`src/rtl/dng_hc_pkg.sv`:
```
`timescale 1ns / 1ps
// Package for the DNG header check with FNV-1a 64 hash.
// Holds constants, the directory scan state type and the step/hash functions.
// No dependencies.
package dng_hc_pkg;

    localparam logic [15:0] TIFF_MAGIC        = 16'd42;
    localparam logic [15:0] DNG_VERSION_TAG   = 16'd50706;
    localparam logic [63:0] FNV_BASIS         = 64'hcbf2_9ce4_8422_2325;
    localparam logic [7:0]  ORDER_LITTLE_CHAR = 8'h49;  // 'I'
    localparam logic [7:0]  ORDER_BIG_CHAR    = 8'h4D;  // 'M'
    localparam logic [3:0]  ENTRY_LAST        = 4'd11;  // last byte of a 12-byte entry
    localparam int          HDR_STORED        = 7;      // header bytes kept before decode

    typedef enum logic [1:0] {
        IFD_WAIT,
        IFD_COUNT,
        IFD_ENTRIES
    } ifd_phase_t;

    typedef struct packed {
        ifd_phase_t  phase;
        logic [7:0]  partial;
        logic [15:0] total;
        logic [15:0] seen;
        logic [3:0]  ent_pos;
        logic        tag_found;
    } ifd_state_t;

    localparam ifd_state_t IFD_RESET = '{
        phase:     IFD_WAIT,
        partial:   8'd0,
        total:     16'd0,
        seen:      16'd0,
        ent_pos:   4'd0,
        tag_found: 1'b0
    };

    function automatic logic [15:0] join16(input logic [7:0] first,
                                           input logic [7:0] second,
                                           input logic little);
        return little ? {second, first} : {first, second};
    endfunction

    // Multiply by the FNV prime 2^40 + 2^8 + 0xb3 as a shift-add.
    function automatic logic [63:0] fnv_mult(input logic [63:0] x);
        return (x << 40) + (x << 8) + (x << 7) + (x << 5) + (x << 4) + (x << 1) + x;
    endfunction

    // Advance the directory scan by one byte at consecutive file positions.
    function automatic ifd_state_t ifd_step(input ifd_state_t s,
                                            input logic at_off,
                                            input logic [7:0] b,
                                            input logic little);
        ifd_state_t n;
        n = s;
        unique case (s.phase)
            IFD_WAIT:
            begin
                if (at_off)
                begin
                    n.partial = b;
                    n.phase   = IFD_COUNT;
                end
            end
            IFD_COUNT:
            begin
                n.total = join16(s.partial, b, little);
                n.phase = IFD_ENTRIES;
            end
            IFD_ENTRIES:
            begin
                if (s.seen < s.total)
                begin
                    if (s.ent_pos == 4'd0)
                        n.partial = b;
                    else if (s.ent_pos == 4'd1 &&
                             join16(s.partial, b, little) == DNG_VERSION_TAG)
                        n.tag_found = 1'b1;
                    if (s.ent_pos == ENTRY_LAST)
                    begin
                        n.seen    = s.seen + 16'd1;
                        n.ent_pos = 4'd0;
                    end
                    else
                    begin
                        n.ent_pos = s.ent_pos + 4'd1;
                    end
                end
            end
            default:
            begin
                n = s;
            end
        endcase
        return n;
    endfunction

endpackage

```
`src/rtl/dng_header_check_fnv_hash.sv`:
```
`timescale 1ns / 1ps
// DNG header check with FNV-1a 64 hash: top level.
// Depends on dng_hc_pkg (constants, scan state type, hash and scan functions).
//
// Throughput: one byte per cycle while in_ready is high (input stalls only while
// the snapshot is full and the output register is held); the FNV shift-add
// feeding the running hash register sets the cycle. The result of a file goes
// through the final snapshot, then the length check into the output register.
// Reset (rst_n low, asynchronous) empties the pipeline and resets scan state and hash.
module dng_header_check_fnv_hash
(
    input  logic        clk,
    input  logic        rst_n,
    input  logic        in_valid,
    output logic        in_ready,
    input  logic [7:0]  data_byte,
    input  logic        last_byte,
    output logic        out_valid,
    input  logic        out_ready,
    output logic        is_dng,
    output logic [63:0] file_length,
    output logic [63:0] hash_value
);

    // ------------------------------------------------------------------
    // Per-file state
    // ------------------------------------------------------------------
    logic [63:0]            hash_reg, hash_next, hash_upd;
    logic [63:0]            pos_reg, pos_next, pos_upd;
    logic [7:0]             hdr_reg [0:dng_hc_pkg::HDR_STORED-1];
    logic [7:0]             hdr_next [0:dng_hc_pkg::HDR_STORED-1];
    logic                   hv_reg, hv_next, hv_upd;
    logic                   little_reg, little_next, little_upd;
    logic [31:0]            off_reg, off_next, off_upd;
    dng_hc_pkg::ifd_state_t ifd_reg, ifd_next, ifd_upd;

    // Final snapshot of a file, waiting for the length check
    logic                   snap_valid_reg, snap_valid_next;
    logic [63:0]            snap_len_reg;
    logic [63:0]            snap_hash_reg;
    logic                   snap_hv_reg;
    logic                   snap_tag_reg;
    logic [15:0]            snap_total_reg;
    logic [31:0]            snap_off_reg;

    // Output register
    logic                   out_valid_reg, out_valid_next;
    logic                   is_dng_reg;
    logic [63:0]            file_length_reg;
    logic [63:0]            hash_value_reg;

    // Handshake
    logic accept;
    logic snap_move;

    // Position decode
    logic pos_sat;
    logic pos_in_hdr;
    logic pos_is_last_hdr;
    logic [2:0] pos_lo;

    // Header decode on the eighth byte
    logic [7:0]             hdr_all [0:7];
    logic                   dec_ii;
    logic                   dec_mm;
    logic                   dec_valid;
    logic [31:0]            dec_off;
    dng_hc_pkg::ifd_state_t scan [0:8];
    dng_hc_pkg::ifd_state_t ifd_stream;

    // Length check
    logic [33:0] need;
    logic        short_file;
    logic        fits;

    // ------------------------------------------------------------------
    // Handshake: the snapshot stage only blocks input while it is full and
    // cannot drain into the output register.
    // ------------------------------------------------------------------
    assign snap_move = snap_valid_reg && (!out_valid_reg || out_ready);
    assign in_ready  = !snap_valid_reg || snap_move;
    assign accept    = in_valid && in_ready;

    // ------------------------------------------------------------------
    // Position classes. Saturated position stops header and directory work.
    // ------------------------------------------------------------------
    assign pos_sat         = &pos_reg;
    assign pos_lo          = pos_reg[2:0];
    assign pos_in_hdr      = (pos_reg[63:3] == 61'd0) && (pos_lo != 3'd7);
    assign pos_is_last_hdr = (pos_reg[63:3] == 61'd0) && (pos_lo == 3'd7);

    // ------------------------------------------------------------------
    // Header decode: bytes 0..6 come from the store, byte 7 is on the input.
    // ------------------------------------------------------------------
    always_comb
    begin
        for (int k = 0; k < dng_hc_pkg::HDR_STORED; k++)
            hdr_all[k] = hdr_reg[k];
        hdr_all[7] = data_byte;
    end

    assign dec_ii = (hdr_reg[0] == dng_hc_pkg::ORDER_LITTLE_CHAR) &&
                    (hdr_reg[1] == dng_hc_pkg::ORDER_LITTLE_CHAR);
    assign dec_mm = (hdr_reg[0] == dng_hc_pkg::ORDER_BIG_CHAR) &&
                    (hdr_reg[1] == dng_hc_pkg::ORDER_BIG_CHAR);
    assign dec_valid = (dec_ii || dec_mm) &&
                       (dng_hc_pkg::join16(hdr_reg[2], hdr_reg[3], dec_ii) ==
                        dng_hc_pkg::TIFF_MAGIC);
    assign dec_off = dec_ii ? {data_byte, hdr_reg[6], hdr_reg[5], hdr_reg[4]}
                            : {hdr_reg[4], hdr_reg[5], hdr_reg[6], data_byte};

    // Replay the eight header bytes through the directory scan, in case the
    // count or the first tag lies inside the header.
    always_comb
    begin
        scan[0] = ifd_reg;
        for (int k = 0; k < 8; k++)
            scan[k+1] = dng_hc_pkg::ifd_step(scan[k], dec_off == 32'(k),
                                             hdr_all[k], dec_ii);
    end

    // Streaming directory scan for bytes past the header
    assign ifd_stream = dng_hc_pkg::ifd_step(ifd_reg, pos_reg == {32'd0, off_reg},
                                             data_byte, little_reg);

    // ------------------------------------------------------------------
    // Next state for one accepted byte; a last byte hands the updated values
    // to the snapshot and restarts the file state.
    // ------------------------------------------------------------------
    always_comb
    begin
        hash_upd   = hash_reg;
        pos_upd    = pos_reg;
        hv_upd     = hv_reg;
        little_upd = little_reg;
        off_upd    = off_reg;
        ifd_upd    = ifd_reg;
        for (int k = 0; k < dng_hc_pkg::HDR_STORED; k++)
            hdr_next[k] = hdr_reg[k];

        if (accept)
        begin
            hash_upd = dng_hc_pkg::fnv_mult(hash_reg ^ {56'd0, data_byte});
            if (!pos_sat)
            begin
                pos_upd = pos_reg + 64'd1;
                if (pos_in_hdr)
                begin
                    for (int k = 0; k < dng_hc_pkg::HDR_STORED; k++)
                        if (pos_lo == 3'(k))
                            hdr_next[k] = data_byte;
                end
                else if (pos_is_last_hdr)
                begin
                    little_upd = dec_ii;
                    hv_upd     = dec_valid;
                    off_upd    = dec_off;
                    ifd_upd    = scan[8];
                end
                else
                begin
                    ifd_upd = ifd_stream;
                end
            end
        end

        hash_next   = hash_upd;
        pos_next    = pos_upd;
        hv_next     = hv_upd;
        little_next = little_upd;
        off_next    = off_upd;
        ifd_next    = ifd_upd;

        if (accept && last_byte)
        begin
            hash_next   = dng_hc_pkg::FNV_BASIS;
            pos_next    = 64'd0;
            hv_next     = 1'b0;
            little_next = 1'b0;
            off_next    = 32'd0;
            ifd_next    = dng_hc_pkg::IFD_RESET;
            for (int k = 0; k < dng_hc_pkg::HDR_STORED; k++)
                hdr_next[k] = 8'd0;
        end
    end

    always_comb
    begin
        snap_valid_next = snap_valid_reg;
        if (accept && last_byte)
            snap_valid_next = 1'b1;
        else if (snap_move)
            snap_valid_next = 1'b0;

        out_valid_next = out_valid_reg;
        if (snap_move)
            out_valid_next = 1'b1;
        else if (out_ready)
            out_valid_next = 1'b0;
    end

    // ------------------------------------------------------------------
    // Length check: the directory must fit, count*12 + offset + 2 <= length.
    // Files shorter than the header report all zeros.
    // ------------------------------------------------------------------
    assign need = 34'({snap_total_reg, 3'b000}) + 34'({snap_total_reg, 2'b00}) +
                  34'(snap_off_reg) + 34'd2;
    assign short_file = (snap_len_reg[63:3] == 61'd0);
    assign fits       = snap_len_reg >= 64'(need);

    // ------------------------------------------------------------------
    // Registers
    // ------------------------------------------------------------------
    always_ff @(posedge clk or negedge rst_n)
    begin
        if (!rst_n)
        begin
            hash_reg       <= dng_hc_pkg::FNV_BASIS;
            pos_reg        <= 64'd0;
            hv_reg         <= 1'b0;
            little_reg     <= 1'b0;
            off_reg        <= 32'd0;
            ifd_reg        <= dng_hc_pkg::IFD_RESET;
            for (int k = 0; k < dng_hc_pkg::HDR_STORED; k++)
                hdr_reg[k] <= 8'd0;
            snap_valid_reg <= 1'b0;
            out_valid_reg  <= 1'b0;
        end
        else
        begin
            hash_reg       <= hash_next;
            pos_reg        <= pos_next;
            hv_reg         <= hv_next;
            little_reg     <= little_next;
            off_reg        <= off_next;
            ifd_reg        <= ifd_next;
            for (int k = 0; k < dng_hc_pkg::HDR_STORED; k++)
                hdr_reg[k] <= hdr_next[k];
            snap_valid_reg <= snap_valid_next;
            out_valid_reg  <= out_valid_next;
        end
    end

    // Payload: capture the finished file, then the checked result
    always_ff @(posedge clk)
    begin
        if (accept && last_byte)
        begin
            snap_len_reg   <= pos_upd;
            snap_hash_reg  <= hash_upd;
            snap_hv_reg    <= hv_upd;
            snap_tag_reg   <= ifd_upd.tag_found;
            snap_total_reg <= ifd_upd.total;
            snap_off_reg   <= off_upd;
        end
        if (snap_move)
        begin
            is_dng_reg      <= !short_file && snap_hv_reg && fits && snap_tag_reg;
            file_length_reg <= short_file ? 64'd0 : snap_len_reg;
            hash_value_reg  <= short_file ? 64'd0 : snap_hash_reg;
        end
    end

    assign out_valid   = out_valid_reg;
    assign is_dng      = is_dng_reg;
    assign file_length = file_length_reg;
    assign hash_value  = hash_value_reg;

endmodule
```
`config.mk`:
```
export PLATFORM = sky130hd
export DESIGN_NAME = dng_header_check_fnv_hash
export DESIGN_NICKNAME = d
export VERILOG_FILES = /design/src/rtl/dng_hc_pkg.sv /design/src/rtl/dng_header_check_fnv_hash.sv
export SDC_FILE = /design/constraint.sdc
export NUM_CORES = 2
export LEC_CHECK = 0
export BUFFER_PORTS_ARGS = -buffer_cell sky130_fd_sc_hd__buf_2
export CAP_MARGIN = 30
export CELL_PAD_IN_SITES_DETAIL_PLACEMENT = 0
export CELL_PAD_IN_SITES_GLOBAL_PLACEMENT = 1
export CORE_ASPECT_RATIO = 0.7
export CORE_MARGIN = 1.5
export CORE_UTILIZATION = 55
export DETAILED_ROUTE_END_ITERATION = 8
export GPL_ROUTABILITY_DRIVEN = 1
export PLACE_DENSITY_LB_ADDON = 0.2
export SLEW_MARGIN = 20
export SYNTH_ARGS = -nofsm -noshare
export SYNTH_HDL_FRONTEND = slang
export SYNTH_SLANG_ARGS = --single-unit
```
`constraint.sdc`:
```
create_clock -name clk -period 38.7 [get_ports clk]
set_clock_uncertainty 0.1 [all_clocks]
set_input_delay 7.74 -clock clk [delete_from_list [all_inputs] [get_ports clk]]
set_output_delay 7.74 -clock clk [all_outputs]
set_load 0.1 [all_outputs]
```
==> reports/results.md <==
Run status
* completed — status

Worst setup path
* in2reg — type of the worst setup path
* 39.11 ns — CP Data Required Time
* 99 — cell depth of the worst flop-to-flop path
* 29.36 ns — arrival time of the worst setup path
* 25 — worst-path fanout max
* ifd_reg[1]$_DFFE_PN0P_ — startpoint of the most critical register-to-register path
* data_byte[5] — start point of the critical path
* register — Critical Path Sink Type
* or4_1 — master of the slowest instance on the critical path
* 0.59 ns — delay of the slowest cell on the worst path
* a21oi_1 — most used cell, CP
* input port — critical path launch point type

Clock network
* yes — clock tree from TritonCTS
* 574 — number of clock sinks
* 0.07 ns — post-CTS clock slew at the launch and capture registers of the worst setup and hold paths
* 55 — number of buffers inserted during clock tree synthesis
* 2 — # H-tree levels
* 0 — post-CTS setup buffer count
* clkbuf_16 — clock tree root driver cell
* 0 — number of resized instances in the post-cts repair step
* 3 — buffers from clock root to sink, at most
* 0.67 ns — insertion delay to the later sink of the worst-skew pair
* 0 — hold_buf cts

Hold path
* reg2reg — type of the tightest min-delay check
* 0 — Cells on Worst Hold Path
* snap_len_reg[54]$_DFFE_PP_ — critical hold path startpoint

Placement
* 6041 — placed instance count
* 143 — port bufs
* 129000 um — placed wire-length estimate
* 1.07 — routability congestion estimate

Logic synthesis
* 0 — total number of yosys warnings
* edfxtp_1 — most instantiated flip-flop cell in the synthesis netlist
* 121 — synth unique cells
* 46700 sq um — synthesized cell area
* 574 — flop and latch count out of synthesis
* 0.341 — share of synthesized area occupied by flip-flops and latches
* nand2_1 — most repeated cell in the gate-level netlist after synthesis
* 0.197 — top-area cell type share of the netlist area
* 307 — EDFF count, synth
* nand2_1, inv_1, nor2_1 — synth cell count leaders
* 5515 — total nets after synthesis
* 9.50 sq um — Post-Syn Area per Cell
* edfxtp_1 — area leader, netlist
* edfxtp_1, dfrtp_1, fa_1, ha_1, nand2_1 — most area-consuming cells after synthesis
* 4919 — number of instances in the synthesized netlist
* 0.465 — share of flip-flops with an asynchronous set or reset

Routing
* 0 — antenna violation net count after detailed routing
* 6 — TritonRoute pass-1 iters
* 4889 — number of DRC markers after the initial detailed-route iteration
* 6.25 — Vias per Instance
* 0 — Remaining DRCs
* 26.5 um — Wirelength per Cell
* 163000 um — detailed-route wire length
* 38500 — via total after detailed routing

Finish
* 5564 — Layout Nets
* 6157 — Final Non-Filler Cells
* 8.56% — Area growth syn-to-layout
* 0.0971 — fraction of final layout cells sized beyond drive strength 1
* 7221 — Filler Cells Inserted

Timing
* 0 — total of endpoints with negative setup slack in the final report
* 34.5 MHz — Fmax
* false — unrepaired setup endpoints after global routing
* 1.15 ns — transition time at the pin with the least slew margin
* 0.228 — headroom to the max-slew limit
* 0 ns — setup TNS
* 28.95 ns — Final Critical Period
* 0.748 — final cycle utilization of the critical path
* 0 — Max Transition Viols Final
* 0 — total count of hold-check failures in the final report

Die
* 86700 sq um — Die ar.
* 0.555 — starting utilization of the core area
* 247 um — height of the die
* 84200 sq um — floorplan core area
* 351 um — Die Width
* 144 — num ports
* 89 — count of standard-cell rows

Global route
* 240000 um — first-pass GRT wire length
* 96 — pin count of the biggest net entering global routing
* 35300 — via count of the first global-routing pass
* 0 — aggregate global routing overflow
* 9 — antenna violations before repair
* 0.378 — GRT Resource Usage Total

Flow run
* 0 — # Max-Cap Violations

[metrics by stage]
stage / util / instance area [sq um] / hold WS [ns] / worst slack, ns
floorplan: - / 46700 / 0.349 / 14.15
global placement: 0.577 / 48500 / 0.330 / 10.34
detailed placement: 0.577 / 48600 / 0.330 / 9.92
CTS: 0.601 / 50600 / 0.344 / 10.51
global route: 0.602 / 50700 / 0.360 / 8.30
finish: 0.603 / 50700 / 0.346 / 9.75
[placed cells by master, fill, tap and decap left out, drive strengths merged, types with 225 or more instances in the layout]
master and instances:
ha 316, o21ai 235, inv 446, fa 267
dfrtp 239, nor2 350, edfxtp 307, xnor2 225
a21oi 260, nand2 506
[layout make-up]
cell class | instances | area [sq um] | area share
Clock buffer | 64 | 1430 | 0.0282
Antenna cell | 6 | 15.0 | 0.000296
Multi-Input combinational cell | 3671 | 28300 | 0.557
Timing Repair Buffer | 220 | 1410 | 0.0277
Inverter | 446 | 1680 | 0.0332
Sequential cell | 574 | 15900 | 0.314
Tap cell | 1137 | 1420 | 0.0280
Clock inverter | 39 | 563 | 0.0111
[metal layers]
layer | up-vias | wire length, um | track usage | share of wire
li1 | 17200 | - | - | -
met2 | 2066 | 59700 | 0.464 | 0.37
met4 | 4 | 2740 | 0.0612 | 0.017
met5 | - | 28 | 0 | 0.00017
met1 | 19100 | 77800 | 0.612 | 0.48
met3 | 200 | 23000 | 0.145 | 0.14
[final timing paths]
| path | slack, ns | endpoint |
|---|---|---|
| hold / removal | 0.35 | file_length[54]$_SDFFCE_PP0P_ |
| hold reg to reg | 0.35 | file_length[54]$_SDFFCE_PP0P_ |
| max in group asynchronous | 30.06 | hdr_all[32]$_DFFE_PN0P_ |
| min in group asynchronous | 6.98 | hash_reg[35]$_DFF_PN0_ |
| setup / recovery | 9.75 | ifd_reg[20]$_DFFE_PN0P_ |
| setup reg to reg | 12.15 | ifd_reg[20]$_DFFE_PN0P_ |
[logic make-up (layout without fill, tap and decap cells)]
kind of cell | count (synthesis) | after routing | share of synthesized area
AOI/OAI and AO/OA | 885 | 885 | 0.121
muxes | 155 | 155 | 0.0345
DFF | 574 | 574 | 0.341
adders and majority gates | 583 | 583 | 0.199
xor gates and xnor gates | 308 | 308 | 0.0602
buffers and inverters | 674 | 769 | 0.0551
other | 0 | 6 | 0
and+or+nand+nor | 1740 | 1740 | 0.189
[critical path, delay by kind of cell]
family,cells,cell delay (ns)
buffers and inverters,5,0.96
AOI/OAI and AO/OA,33,6.91
xor gates and xnor gates,6,2.17
adders and majority gates,6,2.01
and+or+nand+nor,38,9.51
Power is not shown: default switching activity piles up to over one toggle a cycle in this logic, so the estimate is an artifact.
